## config.mk

```make
export PLATFORM = sky130hd
export DESIGN_NAME = tks_drain
export DESIGN_NICKNAME = d
export VERILOG_FILES = /design/src/sv/tks_pkg.sv /design/src/sv/tks_drain.sv
export SDC_FILE = /design/constraint.sdc
export NUM_CORES = 1
export LEC_CHECK = 0
export ABC_AREA = 1
export ABC_CLOCK_PERIOD_IN_PS = 4750
export CAP_MARGIN = 30
export CORE_UTILIZATION = 35
export DETAILED_ROUTE_END_ITERATION = 8
export DONT_BUFFER_PORTS = 1
export PLACE_DENSITY = 0.56
export SLEW_MARGIN = 20
export SYNTH_ARGS = -nofsm -noshare
export SYNTH_HDL_FRONTEND = slang
export SYNTH_SLANG_ARGS = --single-unit
```

## constraint.sdc

```tcl
create_clock -name clk -period 4.75 [get_ports clk]
set_input_delay 0.475 -clock clk [delete_from_list [all_inputs] [get_ports clk]]
set_output_delay 0.475 -clock clk [all_outputs]
set_load 0.02 [all_outputs]
```

## src/sv/tks_pkg.sv

```systemverilog
`default_nettype none

package tks_pkg;

    localparam int MAX_K_DEF  = 64;
    localparam int K_W        = 7;
    localparam int KEY_W      = 32;
    localparam int DOC_W      = 32;
    localparam int RANK_W     = 6;
    localparam int CNT_W      = 32;
    localparam int S_TDATA_W  = 64;
    localparam int M_TDATA_W  = 104;
    localparam logic [K_W-1:0] K_RESET = K_W'(10);

    typedef enum logic
    {
        OP_OFFER = 1'b0,
        OP_FLUSH = 1'b1
    } tks_op_t;

    typedef enum logic
    {
        ST_IDLE  = 1'b0,
        ST_DRAIN = 1'b1
    } tks_state_t;

    typedef struct packed
    {
        logic             valid;
        logic [KEY_W-1:0] key;
        logic [DOC_W-1:0] doc;
    } tks_entry_t;

    typedef struct packed
    {
        logic insert;
        logic shift;
    } tks_cell_ctrl_t;

endpackage

`default_nettype wire

```

## src/sv/tks_drain.sv

```systemverilog
`default_nettype none

module tks_drain
    import tks_pkg::*;
(
    input  wire logic                 clk,
    input  wire logic                 rst_n,
    input  wire logic                 offer_acc,
    input  wire logic                 flush_acc,
    input  wire tks_entry_t           head,
    input  wire logic                 head_next_valid,
    input  wire logic                 m_tready,
    output logic                      busy,
    output logic                      shift,
    output logic                      m_tvalid,
    output logic [M_TDATA_W-1:0]      m_tdata,
    output logic                      m_tuser,
    output logic                      m_tlast
);

    tks_state_t        state_reg;
    tks_state_t        state_next;
    logic [CNT_W-1:0]  count_reg;
    logic [CNT_W-1:0]  count_next;
    logic [CNT_W-1:0]  snap_reg;
    logic [CNT_W-1:0]  snap_next;
    logic [RANK_W-1:0] rank_reg;
    logic [RANK_W-1:0] rank_next;
    logic              ovalid_reg;
    logic              ovalid_next;
    logic              load;
    logic              last;

    logic              evalid_reg;
    logic [KEY_W-1:0]  okey_reg;
    logic [DOC_W-1:0]  odoc_reg;
    logic [RANK_W-1:0] orank_reg;
    logic              olast_reg;
    logic [CNT_W-1:0]  ocnt_reg;

    assign last = !head.valid || !head_next_valid;

    always_comb
    begin
        state_next = state_reg;
        case (state_reg)
            ST_IDLE:
            begin
                if (flush_acc)
                begin
                    state_next = ST_DRAIN;
                end
            end
            ST_DRAIN:
            begin
                if (load && last)
                begin
                    state_next = ST_IDLE;
                end
            end
            default:
            begin
                state_next = ST_IDLE;
            end
        endcase
    end

    always_comb
    begin
        busy  = 1'b0;
        load  = 1'b0;
        shift = 1'b0;
        case (state_reg)
            ST_IDLE:
            begin
                busy = 1'b0;
            end
            ST_DRAIN:
            begin
                busy  = 1'b1;
                load  = !ovalid_reg || m_tready;
                shift = load;
            end
            default:
            begin
                busy = 1'b1;
            end
        endcase
    end

    always_comb
    begin
        count_next = count_reg;
        snap_next  = snap_reg;
        rank_next  = rank_reg;
        if (offer_acc && (count_reg != {CNT_W{1'b1}}))
        begin
            count_next = count_reg + CNT_W'(1);
        end
        if (flush_acc)
        begin
            snap_next  = count_reg;
            count_next = '0;
            rank_next  = '0;
        end
        else if (load)
        begin
            rank_next = rank_reg + RANK_W'(1);
        end
        ovalid_next = ovalid_reg;
        if (load)
        begin
            ovalid_next = 1'b1;
        end
        else if (m_tready)
        begin
            ovalid_next = 1'b0;
        end
    end

    always_ff @(posedge clk or negedge rst_n)
    begin
        if (!rst_n)
        begin
            state_reg  <= ST_IDLE;
            count_reg  <= '0;
            snap_reg   <= '0;
            rank_reg   <= '0;
            ovalid_reg <= 1'b0;
        end
        else
        begin
            state_reg  <= state_next;
            count_reg  <= count_next;
            snap_reg   <= snap_next;
            rank_reg   <= rank_next;
            ovalid_reg <= ovalid_next;
        end
    end

    always_ff @(posedge clk)
    begin
        if (load)
        begin
            evalid_reg <= head.valid;
            okey_reg   <= head.valid ? head.key : '0;
            odoc_reg   <= head.valid ? head.doc : '0;
            orank_reg  <= rank_reg;
            olast_reg  <= last;
            ocnt_reg   <= snap_reg;
        end
    end

    assign m_tvalid = ovalid_reg;
    assign m_tuser  = evalid_reg;
    assign m_tlast  = olast_reg;
    assign m_tdata  = {2'b00, ocnt_reg, orank_reg, odoc_reg, okey_reg};

`ifndef ASSERT_OFF
    a_shift_in_drain: assert property (@(posedge clk) disable iff (!rst_n)
        shift |-> (state_reg == ST_DRAIN))
        else $error("chain shifted outside drain");

    a_last_ends_drain: assert property (@(posedge clk) disable iff (!rst_n)
        (load && last) |=> (state_reg == ST_IDLE))
        else $error("drain did not end after last word");

    a_flush_clears_count: assert property (@(posedge clk) disable iff (!rst_n)
        flush_acc |=> (count_reg == '0) && (rank_reg == '0))
        else $error("flush did not clear counters");

    a_rank_steps: assert property (@(posedge clk) disable iff (!rst_n)
        (load && !last) |=> (rank_reg == $past(rank_reg) + RANK_W'(1)))
        else $error("rank did not advance");
`endif

endmodule

`default_nettype wire

```

## Word-level counts from Yosys, hierarchy flattened

Cells that the tools add are included.

- Eq/ne operators: 1
- Multipliers: 0
- Muxes and demuxes: 11
- Bitwise gates (word level): 1
- Div/mod/pow operators: 0
- Reductions and logical operators: 10
- Add/subtract/negate cells: 2
- Magnitude comparators: 0
- Shifts and indexed selects: 0

Operators by type and width:

| kind | count |
|---|---|
| $mux 32 | 2 |
| $add 32x1->32 const B | 1 |
| $ne 32x32->1 const B | 1 |
| $mux 6 | 2 |
| $add 6x1->6 const B | 1 |
| $reduce_bool 2->1 | 3 |
| $mux 1 | 5 |
| $pmux 1 s2 | 2 |
| $logic_not 1->1 | 3 |
| $logic_and 1x1->1 | 2 |
| $logic_or 1x1->1 | 2 |
| $not 1->1 | 1 |

- ROM bits: 0
- Memories kept: 0
- Flip-flop bits (word level): 176
- Output and inout port bits: 109
- Latch bits: 0
- Memory bits (writable): 0

## Logic depth before layout (Yosys ltp)

Gate-level depths: netlist of the first run.

- Word-level depth: 6
- Mapped depth: 12
- Depth with buffers taken out: 11

## Least setup slack after synthesis of the first run

OpenSTA, ideal clock, no wires.

- Path type: input -> register
- Start point: input m_tready
- End point: register rank_reg[4]
- Path buffers: 0
- Data required time: 4.625 ns
- Arrival: 3.543 ns
- Slack: 1.082 ns
- Cell stages on the path: 7
- Cell sequence: inv_1 nand2_1 nand2_1 inv_1 nand3_1 o21ai_0 nor2_1

- Word-level cells in the longest chain between the ends: 3

RTL lines:

| what | line | text |
|---|---|---|
| from (decl) | tks_drain.sv:12 | `input wire logic m_tready,` |
| $logic_or 1x1->1 | tks_drain.sv:81 | `load = !ovalid_reg \|\| m_tready;` |
| $mux 1 | - |  |
| net shift | tks_drain.sv:14 | `output logic shift,` |
| $reduce_bool 2->1 (no source line) | - |  |
| to (signal assigned) | tks_drain.sv:136 | `rank_reg <= rank_next;` |
| to (decl) | tks_drain.sv:27 | `logic [RANK_W-1:0] rank_reg;` |

The timed path passes the listed nets, and every way through them passes these cells.
A chain may end at the register's enable or synchronous reset.

## Worst setup path after layout of the first run

- Start point: register ovalid_reg (netlist: m_tvalid)
- End point: register odoc_reg[23] (enable)

- Word-level cells in the longest chain between the ends: 3

RTL lines:

| what | line | text |
|---|---|---|
| from (decl) | tks_drain.sv:29 | `logic ovalid_reg;` |
| from (signal assigned) | tks_drain.sv:137 | `ovalid_reg <= ovalid_next;` |
| $logic_not 1->1 | tks_drain.sv:81 |  |
| $logic_or 1x1->1 | tks_drain.sv:81 |  |
| $mux 1 | - |  |
| net shift | tks_drain.sv:14 |  |
| to (signal assigned) | tks_drain.sv:147 | `odoc_reg <= head.valid ? head.doc : '0;` |
| to (decl) | tks_drain.sv:36 | `logic [DOC_W-1:0] odoc_reg;` |

The timed path passes the listed nets, and every way through them passes these cells.

==> results of run 1 <==
-- critical path, delay by kind of cell, from the launching register on --
| family | cells | cell delay (ps) |
|---|---|---|
| AND/OR/NAND/NOR | 2 | 280 |
| flip-flops | 1 | 460 |
| buffers and inverters | 2 | 1290 |
-- power groups by stage --
stage	Clock, mW	Combinational [mW]	Sequential (mW)
finish	1.41	0.300	2.60
global route	1.51	0.344	2.64
CTS	1.45	0.312	2.61
detailed placement	0	0.294	2.65
global placement	0	0.293	2.64
floorplan	0	0.216	2.61
-- metrics by stage --
| step | total power [mW] | worst slack, ps | area [sq um] | hold slack, ps | cells |
|---|---|---|---|---|---|
| 6_report | 4.306 | 2325 | 8305 | 113.5 | 1035 |
| 5_1_grt | 4.493 | 2071 | 8305 | 93.30 | 1035 |
| 4_1_cts | 4.375 | 2256 | 8285 | 92.59 | 1034 |
| 3_5_place_dp | 2.940 | 2267 | 7654 | 182.8 | 1000 |
| 3_3_place_gp | 2.937 | 2298 | 7654 | 183.6 | 1000 |
| 2_1_floorplan | 2.822 | 1082 | 7410 | 179.4 | 750 |
-- final timing paths --
check                             start      endpoint  slack, ps
min in group asynchronous         rst_n  snap_reg[23]        570
min reg2reg                snap_reg[29]  ocnt_reg[29]        450
max reg2reg                    m_tvalid  odoc_reg[23]       2320
min                           flush_acc   rank_reg[0]        110
max in group asynchronous         rst_n  count_reg[7]       3850
max                            m_tvalid  odoc_reg[23]       2320
-- final cells by class --
class                           instances  area (sq um)  area share
Timing Repair Buffer                    6         80.08    0.009641
Sequential cell                       176          4925      0.5929
Clock buffer                           17         425.4     0.05122
Multi-Input combinational cell        445          1963      0.2364
Inverter                              106         405.4     0.04881
Clock inverter                         15         168.9     0.02034
Tap cell                              270         337.8     0.04067
-- cells by family after synthesis --
family	after synthesis	share of synthesized area
XOR/XNOR	9	0.01064
adder cells (fa/ha/maj)	2	0.003378
flip-flops	176	0.6650
AO/OA/AOI/OAI	45	0.03396
AND/OR/NAND/NOR	387	0.2161
other	1	0.0005064
buffers and inverters	129	0.07045
-- cells in the final DEF (no fill, tap or decap), types with 3 or more instances in the layout --
| master | synthesis | routed |
|---|---|---|
| a21oi_1 | 4 | 4 |
| xor2_1 | 8 | 8 |
| buf_4 | 2 | 3 |
| o21ai_0 | 34 | 34 |
| o21ai_2 | 7 | 7 |
| dfrtp_1 | 72 | 72 |
| clkbuf_16 | 0 | 17 |
| inv_6 | 0 | 5 |
| inv_8 | 0 | 3 |
| inv_1 | 105 | 103 |
| nor2_2 | 3 | 3 |
| nand3_1 | 30 | 30 |
| clkinv_4 | 1 | 3 |
| nor2_1 | 82 | 82 |
| nand2_1 | 249 | 249 |
| edfxtp_1 | 104 | 104 |
| nand4_1 | 6 | 6 |
| nor3_1 | 6 | 6 |
-- per-layer routing --
layer | vias up | track usage | wire length [um]
li1 | 2368 | - | -
met1 | 2190 | 0.1902 | 7050
met2 | 161 | 0.2432 | 7471
met3 | 13 | 0.03827 | 910
met4 | 0 | 0.05000 | 176
met5 | - | 0 | 0
==> reports/metrics.csv, run 1 <==
metric,value,unit
status,"complete, no violations",
clock transition at the registers of the reported paths,70,ps
"Critical Path, Cell by Cell",nand2_1 -> nand2_1 -> inv_4 -> buf_4,
root buf cell,clkbuf_16,
"Cell Area, Synth",0.007406,sq mm
clock buffer depth,2,
register area share after synthesis,0.6650,
"Warnings, synthesis",0,
Reg2Reg Depth,4,
DRT Wirelength,15610,um
share of cells above drive strength 1,0.07451,
GRT Total Usage,0.1481,
Synth area leaders,"edfxtp_1 (42%), dfrtp_1 (24%), nand2_1 (13%), inv_1 (5.3%), nor2_1 (4.2%)",
cell taking the most area after synthesis,edfxtp_1,
Hold Path Depth,1,
crit path kind,flop to flop,
switching share of total power,0.3336,
"flops & latches, synth",176,
Top Ports,180,
Port Buffer Count,0,
Nets,825,
H-tree depth,4,
vias,4732,
CP Capture Type,flop,
PD cells,518.5,mW/mm^2
"Arr. time, crit path",2490,ps
"slowest stage delay, CP",660,ps
die footprint,0.02175,sq mm
initial antenna violation count,0,
"Max FO, Critical Path",58,
first-pass GRT wire length,24870,um
HPWL Detailed,10620,um
average size of a mapped cell,9.888,sq um
Via-to-Cell Ratio,4.572,
Post-CTS Resized,0,
filler cell count,2025,
Seq pwr share,0.604,
total negative slack,0,ps
Layout Skew,8.502,ps
initial core utilization,0.3614,
Comb pwr share,0.070,
"EDFF count, synth",104,
RSZ-0062 raised after global routing,no,
total gr overflow,0,
Min-Delay Path Class,primary input to flop,
fin crit period,2425,ps
initial DRC count,268,
max-slew violations,0,
Die Ht,147.5,um
Inserted Clock Buffers,17,
Area Growth Syn to Fin,12.15,%
first drt pass iteration count,5,
Critical Path RT,4810,ps
f_max,412.4,MHz
Mapped Cells,749,
Final Util,0.4053,
row count,52,
max-cap viol count,0,
Post-synth ARST share,0.4091,
Rel. slew slack,0.4643,
switching power,1.436,mW
RePlAce Congestion,0.8917,
post-CTS setup buffer count,0,
largest net degree at the start of global routing,73,
final hold vios,0,
vias in the first global route,4588,
Max rail drop VDD,0.2413,mV
CP startpoint kind,flop,
slowest CP cell,buf_4,
Antenna Nets Post-Route,0,
CTS Hold Bufs,2,
Yosys cell types,31,
# diodes,0,
DRC viols,0,
most numerous cell on the critical path,nand2_1,
core box area,0.02049,sq mm
worst-skew pair later-pin latency,430,ps
measured slew at the worst slew-check pin,803.5,ps
DIE WIDTH,147.5,um
Clock Power Share,0.327,
Power Internal,2.870,mW
P_leak,3.813,nW
"Setup violations, final",0,
Wirelength per Cell,15.08,um
top_reg_cell synth,edfxtp_1,
top post-synthesis cells by count,"nand2_1 (249), inv_1 (105), edfxtp_1 (104)",
Clock Sinks,176,
TritonCTS clock tree,yes,
most frequent cell after synthesis,nand2_1,
Tcrit/Tclk final,0.5106,
top cell type's share of synthesized area,0.4217,
(Power assumes the default switching activity.)
==> run 2: changes to the inputs <==
- ABC_AREA: 1 -> 0
- ABC_CLOCK_PERIOD_IN_PS: 4750 -> 2400
- clock period: 4.75 -> 2.4 ns (I/O delays scaled with it)
==> reports/metrics.csv, run 2 <==
metric,value,unit,change
"Max FO, Critical Path",25,,-57%
# diodes,0,,unchanged
status,"complete, no violations",,
Crit path max-delay family,simple AND/OR/NAND/NOR gates,,
total chip power,7.626,mW,+77%
worst-skew pair later-pin latency,420,ps,about the same
max-cap viol count,0,,unchanged
H-tree depth,4,,unchanged
clock buffer depth,2,,unchanged
"Setup violations, final",0,,unchanged
Antenna Nets Post-Route,0,,unchanged
core box area,0.01953,sq mm,-4.7%
register area share after synthesis,0.7055,,+0.04053
Via-to-Cell Ratio,4.928,,+7.8%
cell taking the most area after synthesis,edfxtp_1,,
CP Capture Type,flop,,
"EDFF count, synth",104,,unchanged
first-pass GRT wire length,21050,um,-15%
DRT Wirelength,13810,um,-12%
PD cells,935.3,mW/mm^2,+80%
f_max,443.4,MHz,+7.5%
RePlAce Congestion,0.7476,,-16%
DRC viols,0,,unchanged
CTS Hold Bufs,15,,+13
post-CTS setup buffer count,0,,unchanged
row count,51,,-1.9%
max-slew violations,0,,unchanged
"commonest non-fill, non-tap cell in the layout",edfxtp_1,,
Tcrit/Tclk final,0.9397,,+0.4291
switching share of total power,0.2841,,-0.04950
Seq pwr share,0.581,,-0.023
"Arr. time, crit path",2560,ps,+70 ps
slowest CP cell,or4_1,,
Layout Skew,8.384,ps,-0.1181 ps
"Cell Area, Synth",0.006980,sq mm,-5.7%
Post-synth ARST share,0.4091,,unchanged
DIE WIDTH,143.2,um,-2.9%
"Warnings, synthesis",0,,unchanged
Power Internal,5.460,mW,+90%
vias,3898,,-18%
top_reg_cell synth,edfxtp_1,,
most frequent cells in the layout,"edfxtp_1 (104), dfrtp_1 (72), and2_1 (65)",,
Die Ht,143.2,um,-2.9%
Min-Delay Path Class,primary input to flop,,
initial core utilization,0.3575,,-0.003865
largest net degree at the start of global routing,73,,unchanged
switching power,2.166,mW,+51%
fin crit period,2255,ps,-169.9 ps
TritonCTS clock tree,yes,,
"slowest stage delay, CP",630,ps,-30 ps
CP startpoint kind,flop,,
Critical Path RT,2710,ps,-2100 ps
root buf cell,clkbuf_16,,
Inserted Clock Buffers,17,,unchanged
share of cells above drive strength 1,0.1787,,+0.1042
Area Growth Syn to Fin,16.81,%,
initial antenna violation count,0,,unchanged
average size of a mapped cell,14.42,sq um,+46%
final hold vios,0,,unchanged
"flops & latches, synth",176,,unchanged
Clock Power Share,0.357,,+0.030
Post-CTS Resized,0,,unchanged
initial DRC count,225,,-16%
top cell type's share of synthesized area,0.4474,,+0.02570
vias in the first global route,3919,,-15%
first drt pass iteration count,4,,-1
die footprint,0.02051,sq mm,-5.7%
crit path kind,flop to flop,,
total gr overflow,0,,unchanged
"Critical Path, Cell by Cell",nand4_2 -> or4_1 -> nor4_4 -> buf_12 -> nor2_1 -> mux2_4,,
HPWL Detailed,8614,um,-19%
"Buf+Inv Stages, Crit Path",1,,-1
clock transition at the registers of the reported paths,70,ps,about the same
Max rail drop VDD,0.5556,mV,+130%
most frequent cell after synthesis,edfxtp_1,,
Clock Sinks,176,,unchanged
Top Ports,180,,unchanged
Wirelength per Cell,17.46,um,+16%
total negative slack,0,ps,unchanged
Comb pwr share,0.062,,-0.008
Nets,586,,-29%
RSZ-0062 raised after global routing,no,,
Mapped Cells,484,,-35%
Synth area leaders,"edfxtp_1 (45%), dfrtp_1 (26%), mux2_2 (6.0%), and2_1 (5.9%), nand4_1 (1.3%)",,
P_leak,3.137,nW,-18%
Port Buffer Count,0,,unchanged
GRT Total Usage,0.1373,,-0.01080
top post-synthesis cells by count,"edfxtp_1 (104), dfrtp_1 (72), and2_1 (66)",,
Yosys cell types,40,,+29%
==> run 2: cell types whose count changed after synthesis, sizes merged, moves of 14 or more <==
cell and delta:
a21oi +14, and2 +66, inv -102, mux2 +40
nand2 -239, nand3 -19, nor2 -62, o21ai -32
==> run 2: kinds of logic after synthesis <==
kind of cell / after synthesis / synth area share
adders and majority gates: 2 / 0.003584
other: 1 / 0.0005372
buffers and inverters: 29 / 0.01918
AOI/OAI and AO/OA: 38 / 0.03083
and+or+nand+nor: 185 / 0.1577
DFF: 176 / 0.7055
muxes: 41 / 0.06757
xor gates and xnor gates: 12 / 0.01506
==> run 2: layer usage <==
metal  global-route usage  up-vias  wire length, um
li1                     -     1816                -
met1               0.1526     1901             5518
met2               0.2390      162             7042
met3              0.04930       19             1025
met4              0.05375        0              221
met5                    0        -                0
==> run 2: area by class of cell <==
type                            instances  area (sq um)
Sequential cell                       176          4925
Clock buffer                           18         429.2
Timing Repair Buffer                   35         375.4
Clock inverter                         14         153.9
Tap cell                              265         331.6
Fill cell                            1796         11370
Multi-Input combinational cell        280          1928
Inverter                                3         11.26
==> run 2: final timing paths <==
kind / slack, ps / endpoint / start / cells past startpoint
max: 140 / count_reg[0] / count_reg[15] / 6
min: 20 / odoc_reg[28] / head[28] / 1
max reg2reg: 140 / count_reg[0] / count_reg[15] / 6
min reg2reg: 450 / ocnt_reg[29] / snap_reg[29] / 0
max in group asynchronous: 1720 / snap_reg[20] / rst_n / 2
min in group asynchronous: 370 / count_reg[3] / rst_n / 2
==> run 2: through the flow <==
step	cells	utilization	area, sq um	setup WS [ps]	hold WS [ps]
after global placement	738	0.3752	7326	197.9	-53.09
after floorplan	485	-	6988	208.6	-55.59
after CTS	785	0.4145	8094	142.7	0.2418
after detailed placement	738	0.3752	7326	137.7	-53.34
after global routing	791	0.4176	8154	47.03	-1.169
final	791	0.4176	8154	144.8	22.77
==> run 2: power groups by stage <==
stage	clock network (mW)	registers (mW)	logic [mW]
6_report	2.73	4.43	0.472
5_1_grt	2.95	4.48	0.526
4_1_cts	2.82	4.45	0.479
3_5_place_dp	0	4.51	0.402
3_3_place_gp	0	4.50	0.389
2_1_floorplan	0	4.43	0.304
==> run 2: worst register-to-register path: stages, from the launching register on <==
cell and delay (ps):
dfrtp_1 430, nand4_2 180, or4_1 630, nor4_4 340
buf_12 200, nor2_1 80, mux2_4 290
