### src/sv/tks_pkg.sv
`default_nettype none

package tks_pkg;

    localparam int MAX_K_DEF  = 64;
    localparam int K_W        = 7;
    localparam int KEY_W      = 32;
    localparam int DOC_W      = 32;
    localparam int RANK_W     = 6;
    localparam int CNT_W      = 32;
    localparam int S_TDATA_W  = 64;
    localparam int M_TDATA_W  = 104;
    localparam logic [K_W-1:0] K_RESET = K_W'(10);

    typedef enum logic
    {
        OP_OFFER = 1'b0,
        OP_FLUSH = 1'b1
    } tks_op_t;

    typedef enum logic
    {
        ST_IDLE  = 1'b0,
        ST_DRAIN = 1'b1
    } tks_state_t;

    typedef struct packed
    {
        logic             valid;
        logic [KEY_W-1:0] key;
        logic [DOC_W-1:0] doc;
    } tks_entry_t;

    typedef struct packed
    {
        logic insert;
        logic shift;
    } tks_cell_ctrl_t;

endpackage

`default_nettype wire

### src/sv/tks_cell.sv
`default_nettype none

module tks_cell
    import tks_pkg::*;
(
    input  wire logic           clk,
    input  wire logic           rst_n,
    input  wire tks_cell_ctrl_t ctrl,
    input  wire logic [KEY_W-1:0] in_key,
    input  wire logic [DOC_W-1:0] in_doc,
    input  wire logic           in_range,
    input  wire logic           prev_beat,
    input  wire tks_entry_t     prev_ent,
    input  wire tks_entry_t     next_ent,
    output tks_entry_t          ent,
    output logic                beat
);

    logic             valid_reg;
    logic             valid_next;
    logic [KEY_W-1:0] key_reg;
    logic [KEY_W-1:0] key_next;
    logic [DOC_W-1:0] doc_reg;
    logic [DOC_W-1:0] doc_next;

    assign beat = !valid_reg || (in_key > key_reg);
    assign ent  = '{valid: valid_reg, key: key_reg, doc: doc_reg};

    always_comb
    begin
        valid_next = valid_reg;
        key_next   = key_reg;
        doc_next   = doc_reg;
        if (ctrl.shift)
        begin
            valid_next = next_ent.valid;
            key_next   = next_ent.key;
            doc_next   = next_ent.doc;
        end
        else if (ctrl.insert)
        begin
            if (prev_beat)
            begin
                valid_next = prev_ent.valid;
                key_next   = prev_ent.key;
                doc_next   = prev_ent.doc;
            end
            else if (beat)
            begin
                valid_next = 1'b1;
                key_next   = in_key;
                doc_next   = in_doc;
            end
        end
        valid_next = valid_next && in_range;
    end

    always_ff @(posedge clk or negedge rst_n)
    begin
        if (!rst_n)
        begin
            valid_reg <= 1'b0;
        end
        else
        begin
            valid_reg <= valid_next;
        end
    end

    always_ff @(posedge clk)
    begin
        key_reg <= key_next;
        doc_reg <= doc_next;
    end

endmodule

`default_nettype wire

### config.mk
export PLATFORM = sky130hd
export DESIGN_NAME = tks_cell
export DESIGN_NICKNAME = d
export VERILOG_FILES = /design/src/sv/tks_pkg.sv /design/src/sv/tks_cell.sv
export SDC_FILE = /design/constraint.sdc
export NUM_CORES = 1
export LEC_CHECK = 0
export BUFFER_PORTS_ARGS = -buffer_cell sky130_fd_sc_hd__buf_2
export CORE_MARGIN = 10
export CORE_UTILIZATION = 31
export DETAILED_ROUTE_END_ITERATION = 6
export PLACE_DENSITY_LB_ADDON = 0.3
export SYNTH_ARGS = -nofsm -noshare
export SYNTH_HDL_FRONTEND = slang
export SYNTH_SLANG_ARGS = --single-unit
### constraint.sdc
create_clock -name clk -period 7 [get_ports clk]
set_input_delay 0.35 -clock clk [delete_from_list [all_inputs] [get_ports clk]]
set_output_delay 0.35 -clock clk [all_outputs]
set_load 0.01 [all_outputs]
Word-level counts from Yosys, hierarchy flattened
Index checks and enable logic that the tools add are counted.
- word-level logic and storage cells: 22
- memories kept: 0
- ROM bits: 0
- input bits: 200
- memory bits (writable): 0
- bits in latches: 0
- output and inout port bits: 66
- bits in registers: 65
- $mul: 0
- add/subtract/negate cells: 0
- bitwise operators: 0
- shift-type cells: 0
- equality and inequality tests: 0
- $lt $le $gt $ge: 1
- mux-type cells: 12
- div/mod/pow operators: 0
- reduce and logical (&&, ||, !) cells: 6
- operators by type and width (kind ; number):
    $mux 32 ; 8
    $gt 32x32->1 ; 1
    $mux 1 ; 4
    $reduce_bool 3->1 ; 1
    $reduce_and 2->1 ; 1
    $reduce_bool 2->1 ; 1
    $logic_and 1x1->1 ; 1
    $logic_not 1->1 ; 1
    $logic_or 1x1->1 ; 1

Longest topological paths before layout
Gate-level depths: netlist of run 1.
- depth after elaboration: 7
- mapped depth: 7
- depth with buffers taken out: 7

Worst setup path after synthesis of run 1
No wires, ideal clock.
- kind: register to register
- start point: reg key_reg[14]
- end point: reg doc_reg[0], enable pin
- slack: 1.525 ns
- stages on the path, launching flop included: 8
- setup time: 0.524 ns
- path buffers: 0
- period minus slack after synthesis: 5.475 ns
- required time: 6.476 ns
- arrival: 4.951 ns
- cells stage by stage: edfxtp_1 > inv_1 > ha_1 > nand4_2 > nor4_2 > a21boi_2 > o31ai_2 > a31oi_1
- longest elaborated chain between the ends: 4
- RTL lines (what ; RTL line ; text):
    start: declaration ; tks_cell.sv:21 ; logic [KEY_W-1:0] key_reg;
    start signal: assignment ; tks_cell.sv:72 ; key_reg <= key_next;
    $gt 32x32->1 ; tks_cell.sv:26 ; assign beat = !valid_reg || (in_key > key_reg);
    $logic_or 1x1->1 ; tks_cell.sv:26 ;
    $reduce_bool 3->1 (no line) ; n/a ;
    $reduce_and 2->1 (no line) ; n/a ;
    end signal: assignment ; tks_cell.sv:73 ; doc_reg <= doc_next;
    end: declaration ; tks_cell.sv:23 ; logic [DOC_W-1:0] doc_reg;
No other way between the ends.
A chain may end at the register's enable or synchronous reset.

Worst setup path in the final report of run 1
- start point: reg key_reg[23]
- end point: out beat
- longest elaborated chain between the ends: 2
- RTL lines (what ; RTL line ; text):
    $gt 32x32->1 ; tks_cell.sv:26 ;
    $logic_or 1x1->1 ; tks_cell.sv:26 ;
    end: declaration ; tks_cell.sv:16 ; output logic beat
No other way between the ends.

==> results of run 1 <==
## cells in the final DEF, fill, tap and decap left out, types with 2 or more instances in the layout
cell type / Yosys / final
a21o_1: 2 / 2
a21oi_1: 14 / 14
buf_2: 3 / 263
buf_4: 5 / 5
bufinv_16: 0 / 3
clkbuf_16: 0 / 9
clkinvlp_4: 0 / 2
edfxtp_1: 64 / 64
ha_1: 32 / 32
inv_1: 33 / 33
mux2i_1: 64 / 64
nand2_1: 71 / 71
nand3_1: 4 / 4
nand4_1: 3 / 3
nand4_2: 3 / 3
nor2_1: 2 / 2
o21ai_0: 67 / 67
## timing repair
action	in CTS	in global routing
resized for setup	0	0
hold buffers	1	0
endpoints found under the hold margin	1	0
## synthesized netlist by cell type, types with 2 or more instances
library cell  instances  share of area, %
nand2_1              71               6.4
o21ai_0              67               8.1
edfxtp_1             64                46
mux2i_1              64                15
inv_1                33               3.0
ha_1                 32               9.6
clkbuf_1             15               1.4
a21oi_1              14               1.7
buf_4                 5              0.90
nand3_1               4              0.48
buf_2                 3              0.36
nand4_1               3              0.45
nand4_2               3              0.90
a21o_1                2              0.36
nor2_1                2              0.18
## power by group
| group | internal [W] | leakage (nW) | total (W) | switching, W |
|---|---|---|---|---|
| sequential | 0.000478 | 0.675 | 0.000493 | 0.0000153 |
| combinational | 0.000122 | 2.20 | 0.000268 | 0.000146 |
| clock | 0.000347 | 0.160 | 0.000514 | 0.000167 |
## cell type report
class / count / share of cell area (%)
diodes: 1 / 0.0418
repair buffers: 269 / 22.8
multi-input cells: 280 / 33.3
inverters: 33 / 2.07
clock buffers: 9 / 3.76
clock inverters: 7 / 1.96
flip-flops and latches: 65 / 32.5
well taps: 176 / 3.67
## stage by stage
step                setup WS, ns  utilization, %  hold WS (ns)  area, um^2
floorplan                   1.52               -        0.0544        4160
global placement            4.05            42.7         0.127        5640
detailed placement          4.05            42.7         0.127        5640
CTS                         3.96            45.4         0.228        5990
global route                3.80            45.4         0.238        5990
finish                      4.10            45.4         0.249        5990
## cell families (layout without fill, tap and decap cells)
kind of cell,count (synthesis),count (layout),share of synthesized area (%)
muxes,64,64,15.4
AOI/OAI and AO/OA,94,94,12.4
other,0,1,0
and+or+nand+nor,90,90,10.1
buffers and inverters,56,318,5.60
DFF,65,65,46.8
adders and majority gates,32,32,9.63
## metal layers
metal	GRT usage (%)	up-vias
met5	0	-
met4	3.95	0
met3	9.30	9
met2	25.4	176
met1	15.8	1720
li1	-	1964
## worst register-to-register path, delay by kind of cell, from the launching register on
family | cells | cell delay [ns]
AO/OA/AOI/OAI | 5 | 1.26
buffers and inverters | 2 | 0.47
flip-flops | 1 | 0.38
adder cells (fa/ha/maj) | 1 | 0.24
## worst paths after layout
| path | end | depth (start not counted) | startpoint | slack (ns) |
|---|---|---|---|---|
| min reg2reg | valid_reg | 3 | valid_reg | 0.85 |
| min | valid_reg | 2 | in_range | 0.25 |
| min in group asynchronous | valid_reg | 2 | rst_n | 0.36 |
| max | beat | 8 | key_reg[23] | 4.10 |
| max in group asynchronous | valid_reg | 2 | rst_n | 6.56 |
| max reg2reg | key_reg[2] | 8 | key_reg[23] | 4.23 |
==> flow_summary.json, run 1 <==
{
  "crit_path_start_kind": "flip-flop",
  "path_buf_inv": 2,
  "crit_slowest_cell": "a2111oi_1",
  "post_cts_buffers": 0,
  "required_ns": 6.65,
  "grt_pass1_vias": 4213,
  "finalCritPeriodShare_pct": 41.5,
  "cp_top_family": "compound AO/OA/AOI/OAI gates",
  "pwr_density_cell_mw_per_mm2": 213,
  "slew_headroom_pct": 44.3,
  "cp_max_fo": 3,
  "grt_first_pass_wirelength_mm": 22.0,
  "fin_setup_tns_ns": 0,
  "yosys_most_used_dff": "edfxtp_1",
  "drv_slew": 0,
  "gp_congestion": 0.860,
  "fp.dieH_um": 136,
  "clk-insertion-delay-late_ns": 0.33,
  "drive_gt1_share_pct": 44.0,
  "rsz0062_at_grt": "false",
  "synthArstFlopShare_pct": 1.54,
  "skew_ns": 0.00585,
  "grt_max_degree": 74,
  "synth-edff-count": 64,
  "fillCellCount": 1261,
  "row_count": 42,
  "status": "completed",
  "cts.reportedPaths.clkPinSlew_ns": 0.06,
  "overflow": 0,
  "initialDrtViolationCount": 108,
  "areaGrowthSynthToFinish_pct": 44.1,
  "worst_path_largest_cell_delay_ns": 0.74,
  "final-setup-viol-count": 0,
  "dpl.hpwl_mm": 12.1,
  "setup.worst_path.class": "reg -> out",
  "die_w_um": 136,
  "syn_area_mm2": 0.00416,
  "synth_seq_area_share_pct": 46.8,
  "p_total_w": 0.00128,
  "cts.path.max_buffers": 2,
  "post_drt_wl_per_cell_um": 17.2,
  "fmax_ghz": 0.344,
  "finalNetCount": 890,
  "start_util_pct": 31.5,
  "ys_ff_latch": 65,
  "vias": 3869,
  "cts.htree.levels": 3,
  "final_antenna_net_count": 0,
  "drc_errors": 0,
  "endpoint_kind": "output port",
  "multiInputGateArea_mm2": 0.00199,
  "cts.sinks": 65,
  "dp_cells": 822,
  "numCtsBuffers": 9,
  "hold_violations": 0,
  "yosys_warnings": 0,
  "grtUsageTotal_pct": 15.2,
  "worstPathCellList": "inv_1 > ha_1 > a21oi_1 > o21a_1 > o311ai_0 > a2111oi_1 > a21oi_1 > buf_2",
  "p_leak_nw": 3.04,
  "layout_min_cycle_time_ns": 2.90,
  "wl_met1_mm": 5.35,
  "dr.max_layer_used": "met4",
  "antenna_found_initial": 1,
  "synth_nets": 633,
  "yosysUniqueCellTypes": 34,
  "wl_met2_mm": 6.97,
  "cpMostUsedCell": "a21oi_1",
  "core_mm2": 0.0132,
  "ioPinCount": 266,
  "cts_tree": "done",
  "register_area_mm2": 0.00195,
  "firstDrtPassIters": 4,
  "syn_inst": 401,
  "wl_mm": 14.5,
  "wl_met3_mm": 1.98,
  "port_buffers": 265,
  "min_path_type": "in -> reg",
  "worstMarginPinSlew_ns": 0.836,
  "layout.cells.non_filler": 840,
  "peakVddDrop_mv": 0.0888,
  "cp.arrival_ns": 2.55,
  "cts_root_buf": "clkbuf_16",
  "viasPerCell": 4.61,
  "maxCapViolCount": 0,
  "syn_avg_cell_area_um2": 10.4,
  "die-area_mm2": 0.0184
}
Note: power is estimated with default switching activity, not from simulation.
==> inputs of run 2 (changes only) <==
Clock period 7 ns to 3 ns, I/O delays scaled along.
==> run 2 against run 1 <==
First-iteration DRC count down 1.9%; worst setup slack worse by 3.6 ns; critical path type is now reg -> reg; sequential share of layout area up 0.14 points; clock skew up 0.0027 ns; global-route usage down 0.21 points.
==> flow_summary.json, run 2 (same netlist as run 1, synthesis figures left out) <==
{
  "antenna_cells": 0,
  "port_buffers": 265,
  "cp-endpoint": "doc_reg[9]",
  "viasPerCell": 4.64,
  "post_drt_wl_per_cell_um": 16.8,
  "min_path_type": "in -> reg",
  "register_area_mm2": 0.00195,
  "ioPinCount": 266,
  "maxCapViolCount": 0,
  "min_path_cells": 2,
  "fmax_ghz": 0.400,
  "cts.sinks": 65,
  "startpoint": "key_reg[11]",
  "cp.arrival_ns": 2.47,
  "grt_first_pass_wirelength_mm": 22.1,
  "fin_setup_tns_ns": 0,
  "antenna_found_initial": 1,
  "endpoint_kind": "flip-flop",
  "overflow": 0,
  "vias": 3908,
  "cp_max_fo": 37,
  "crit_path_start_kind": "flip-flop",
  "r2r_end": "doc_reg[9]",
  "required_ns": 2.97,
  "drv_slew": 0,
  "gp_congestion": 0.808,
  "final_cell_mix": "buf_2, nand2_1, o21ai_0, mux2i_1, edfxtp_1",
  "numCtsBuffers": 9,
  "skew_ns": 0.00859,
  "finalCritPeriodShare_pct": 83.3,
  "cts.path.max_buffers": 2,
  "layout_min_cycle_time_ns": 2.50,
  "p_leak_nw": 3.03,
  "r2r_cells": 8,
  "die_w_um": 136,
  "firstDrtPassIters": 5,
  "initialDrtViolationCount": 106,
  "worstMarginPinSlew_ns": 0.566,
  "grt_max_degree": 73,
  "fp.dieH_um": 136,
  "cts_tree": "done",
  "row_count": 42,
  "grt_pass1_vias": 4425,
  "final-setup-viol-count": 0,
  "start_util_pct": 31.5,
  "areaGrowthSynthToFinish_pct": 43.5,
  "cts.reportedPaths.clkPinSlew_ns": 0.05,
  "core_mm2": 0.0132,
  "post_cts_resized": 0,
  "multiInputGateArea_mm2": 0.00199,
  "dpl.hpwl_mm": 11.9,
  "final_antenna_net_count": 0,
  "hold_violations": 0,
  "finalNetCount": 893,
  "peakVddDrop_mv": 0.202,
  "p_total_w": 0.00282,
  "status": "completed",
  "fillCellCount": 1285,
  "die-area_mm2": 0.0184,
  "setup.worst_path.class": "reg -> reg",
  "drc_errors": 0,
  "grtUsageTotal_pct": 15.0,
  "rsz0062_at_grt": "false",
  "wl_mm": 14.2,
  "slew_headroom_pct": 62.3,
  "reg2reg_from": "key_reg[11]",
  "cts.htree.levels": 3,
  "reg2reg_setup_slack_ns": 0.50,
  "drive_gt1_share_pct": 44.4,
  "clk-insertion-delay-late_ns": 0.33,
  "cts_root_buf": "clkbuf_16",
  "pwr_density_cell_mw_per_mm2": 472,
  "layout_commonest_cell": "buf_2"
}
==> run 2: cell count changes in the layout (fill, tap and decap cells not counted) <==
cell	change
buf_4	+3
bufinv_16	-2
clkinv_1	-1
clkinv_2	+2
clkinv_4	+1
clkinvlp_4	+1
diode_2	-1
inv_6	-1
==> run 2: per-layer routing <==
metal | global-route usage [%] | part of all wire, % | up-vias
li1 | - | - | 1973
met1 | 16.2 | 38 | 1755
met2 | 26.1 | 50 | 172
met3 | 6.72 | 10 | 8
met4 | 4.07 | 1.0 | 0
met5 | 0 | 0 | -
==> run 2: worst max-delay path: stages (launching register included) <==
cell	delay, ns
edfxtp_1	0.35
inv_1	0.05
ha_1	0.30
nand4_1	0.11
nor4_2	0.33
a21boi_2	0.23
o31ai_2	0.10
a31oi_4	0.20
buf_4	0.44
==> run 2: repair_timing <==
item,CTS,global route
hold endpoints to repair,1,0
setup endpoints to repair,0,0
setup buffers,0,0
hold buffers,1,0
==> run 2: final cells by class <==
class | instances | area share (%)
clock buffers | 9 | 3.77
inverters | 33 | 2.08
well taps | 176 | 3.69
multi-input cells | 280 | 33.4
repair buffers | 272 | 23.2
flip-flops and latches | 65 | 32.6
clock inverters | 7 | 1.20
==> run 2: worst min-delay path by stage <==
stage,startpoint,to,slack [ns]
global route,in_range,valid_reg,0.04
finish,in_range,valid_reg,0.04
detailed placement,rst_n,valid_reg,-0.07
global placement,rst_n,valid_reg,-0.08
floorplan,rst_n,valid_reg,-0.15
CTS,in_range,valid_reg,0.03
==> run 2: power by group <==
part           total, W  switching [W]  internal (W)
registers       0.00115      0.0000330       0.00111
logic          0.000634       0.000345      0.000289
clock network   0.00104       0.000396      0.000641
total           0.00282       0.000774       0.00204
==> run 2: metrics by stage <==
step	util (%)	instances	hold WS [ns]	instance area, um^2	setup WS (ns)
after global placement	42.9	825	-0.0750	5660	0.555
after floorplan	-	401	-0.146	4170	0.0129
after global routing	45.2	842	0.0376	5970	0.283
after detailed placement	42.9	825	-0.0671	5660	0.453
final	45.2	842	0.0368	5970	0.500
after CTS	45.2	842	0.0267	5970	0.444
==> inputs of run 3 (changes only) <==
Settings changed: ABC_AREA from default to 1.
Clock period 3 ns to 2.3 ns, I/O delays scaled along.
==> run 3 against run 2 <==
Synthesized cell count increased by 25%; highest routed layer is now met5; largest power group is now the clock network; die area down 0.36%; sequential power rose by 30%; non-clock buffer count is 4 higher; maximum frequency rose by 19%.
==> flow_summary.json, run 3 <==
{
  "fin_area_mm2": 0.00604,
  "grt_max_degree": 66,
  "cts.sinks": 65,
  "grt_pass1_vias": 4676,
  "min_path_type": "in -> reg",
  "maxCapViolCount": 0,
  "cp.arrival_ns": 2.11,
  "cp.depth": 17,
  "wl_mm": 15.7,
  "overflow": 0,
  "clk-insertion-delay-late_ns": 0.33,
  "final_antenna_net_count": 0,
  "p_leak_nw": 3.04,
  "port_buffers": 265,
  "status": "completed",
  "drive_gt1_share_pct": 39.8,
  "layout_commonest_cell": "buf_2",
  "crit_slowest_cell": "edfxtp_1",
  "row_count": 42,
  "synth_most_common_cell": "a21oi_1",
  "final_cell_mix": "buf_2, a21oi_1, nand2_1, nor2_1, edfxtp_1",
  "ys_ff_latch": 65,
  "final-setup-viol-count": 0,
  "required_ns": 2.31,
  "initialDrtViolationCount": 116,
  "cts_root_buf": "clkbuf_16",
  "syn_inst": 503,
  "post_drt_wl_per_cell_um": 16.6,
  "ioPinCount": 266,
  "syn_avg_cell_area_um2": 8.23,
  "numCtsBuffers": 9,
  "dpl.hpwl_mm": 12.6,
  "finalCritPeriodShare_pct": 91.5,
  "yosysTopAreaCellShare_pct": 46.4,
  "die_w_um": 136,
  "synth_seq_area_share_pct": 47.0,
  "worstMarginPinSlew_ns": 0.653,
  "yosys_most_used_dff": "edfxtp_1",
  "placed_cell_area_mm2": 0.00568,
  "firstDrtPassIters": 4,
  "synth_area_leaders": "edfxtp_1, a21oi_1, ha_1, nand2_1, nor2_1",
  "start_util_pct": 31.5,
  "fmax_ghz": 0.475,
  "cpMostUsedCell": "nand2_1",
  "path_buf_inv": 3,
  "layout_min_cycle_time_ns": 2.10,
  "slew_headroom_pct": 56.4,
  "worst_path_largest_cell_delay_ns": 0.36,
  "endpoint_kind": "flip-flop",
  "viasPerCell": 4.61,
  "grtUsageTotal_pct": 16.8,
  "yosysTopAreaCell": "edfxtp_1",
  "finalNetCount": 994,
  "reg2reg_setup_slack_ns": 0.20,
  "vias": 4361,
  "min_path_cells": 3,
  "crit_path_start_kind": "flip-flop",
  "reg2reg_from": "key_reg[3]",
  "synth-edff-count": 64,
  "cts.path.max_buffers": 2,
  "cts.htree.levels": 3,
  "pwr_density_cell_mw_per_mm2": 658,
  "cts_tree": "done",
  "antenna_found_initial": 3,
  "cp_max_fo": 40,
  "peakVddDrop_mv": 0.281,
  "die-area_mm2": 0.0184,
  "synth_top_cells_by_count": "a21oi_1, nand2_1, nor2_1, edfxtp_1, inv_1",
  "layout.cells.non_filler": 945,
  "hp-start": "prev_ent[64]",
  "drc_errors": 0,
  "synthArstFlopShare_pct": 1.54,
  "syn_area_mm2": 0.00414,
  "fillCellCount": 1383,
  "core_mm2": 0.0131,
  "areaGrowthSynthToFinish_pct": 45.8,
  "fin_setup_tns_ns": 0,
  "skew_ns": 0.00871,
  "setup.worst_path.class": "reg -> reg",
  "hold_path_end": "valid_reg",
  "cts.reportedPaths.clkPinSlew_ns": 0.06,
  "r2r_end": "doc_reg[22]",
  "drv_slew": 0,
  "utilization_pct": 46.0,
  "grt_first_pass_wirelength_mm": 24.4,
  "fp.dieH_um": 136,
  "dp_cells": 926,
  "gp_congestion": 0.863,
  "r2r_cells": 17,
  "yosys_warnings": 0,
  "rsz0062_at_grt": "false",
  "yosysUniqueCellTypes": 23,
  "cp_top_family": "simple AND/OR/NAND/NOR gates",
  "synth_nets": 735,
  "hold_violations": 0,
  "worstPathCellList": "inv_1 > ha_1 > nand2_1 > inv_2 > nand2_1 > nand2_1 > nand2_1 > nand2_1 > nand2_1 > nand2_1 > nand2_1 > nand2_1 > nand2_1 > nand2_2 > nand2_1 > nand2_4 > buf_12"
}
-- run 3: cell families (layout without fill, tap and decap cells) --
family                     after synthesis  in the layout  share of synthesized area, %
and+or+nand+nor                        187            187                          18.1
AOI/OAI and AO/OA                      149            149                          18.3
other                                    0              2                             0
DFF                                     65             65                          47.0
adders and majority gates               32             32                          9.67
buffers and inverters                   70            334                          6.98
-- run 3: where the power goes --
part | switching, W | internal [W]
combinational | 0.000506 | 0.000385
clock | 0.000521 | 0.00106
sequential | 0.0000472 | 0.00146
-- run 3: how the worst max path moves through the flow --
stage	from	end	slack [ns]
global route	key_reg[7]	doc_reg[22]	0.02
floorplan	key_reg[23]	doc_reg[0]	0.07
finish	key_reg[3]	doc_reg[22]	0.20
detailed placement	key_reg[7]	key_reg[9]	0.09
CTS	key_reg[3]	key_reg[11]	0.08
global placement	key_reg[7]	key_reg[8]	0.11
-- run 3: metrics by stage --
stage | hold slack, ns | power (W) | setup WS (ns)
after global routing | 0.113 | 0.00420 | 0.0172
after global placement | -0.110 | 0.00242 | 0.115
after CTS | 0.0757 | 0.00404 | 0.0764
after floorplan | -0.181 | 0.00199 | 0.0678
final | 0.0930 | 0.00398 | 0.196
after detailed placement | -0.109 | 0.00244 | 0.0878
-- run 3: final cells by class --
| cell class | count | area (um^2) | area share [%] |
|---|---|---|---|
| sequential | 65 | 1950 | 32.2 |
| multi-input combinational | 368 | 1910 | 31.7 |
| timing repair buffer | 276 | 1450 | 24.1 |
| clock buffer | 9 | 225 | 3.73 |
| tap | 176 | 220 | 3.65 |
| inverter | 42 | 158 | 2.61 |
| clock inverter | 7 | 119 | 1.97 |
| antenna | 2 | 5.00 | 0.0829 |
-- run 3: worst register-to-register path: cells and delay by family, from the launching register on --
kind                     cells  cell delay (ns)
AND/OR/NAND/NOR             13             0.77
flip-flops                   1             0.36
buffers and inverters        3             0.32
adder cells (fa/ha/maj)      1             0.28
-- run 3: repair_timing --
item,4_1_cts,5_1_grt
resized for setup,0,1
hold buffers,1,0
setup endpoints to repair,0,24
buffers inserted,0,0
hold endpoints to repair,1,0
-- run 3: metal layers --
metal  wire length [um]  track usage (%)
met5                 13                0
met4                222             5.62
met2               7650             28.6
met3               1800             8.20
met1               6040             17.7
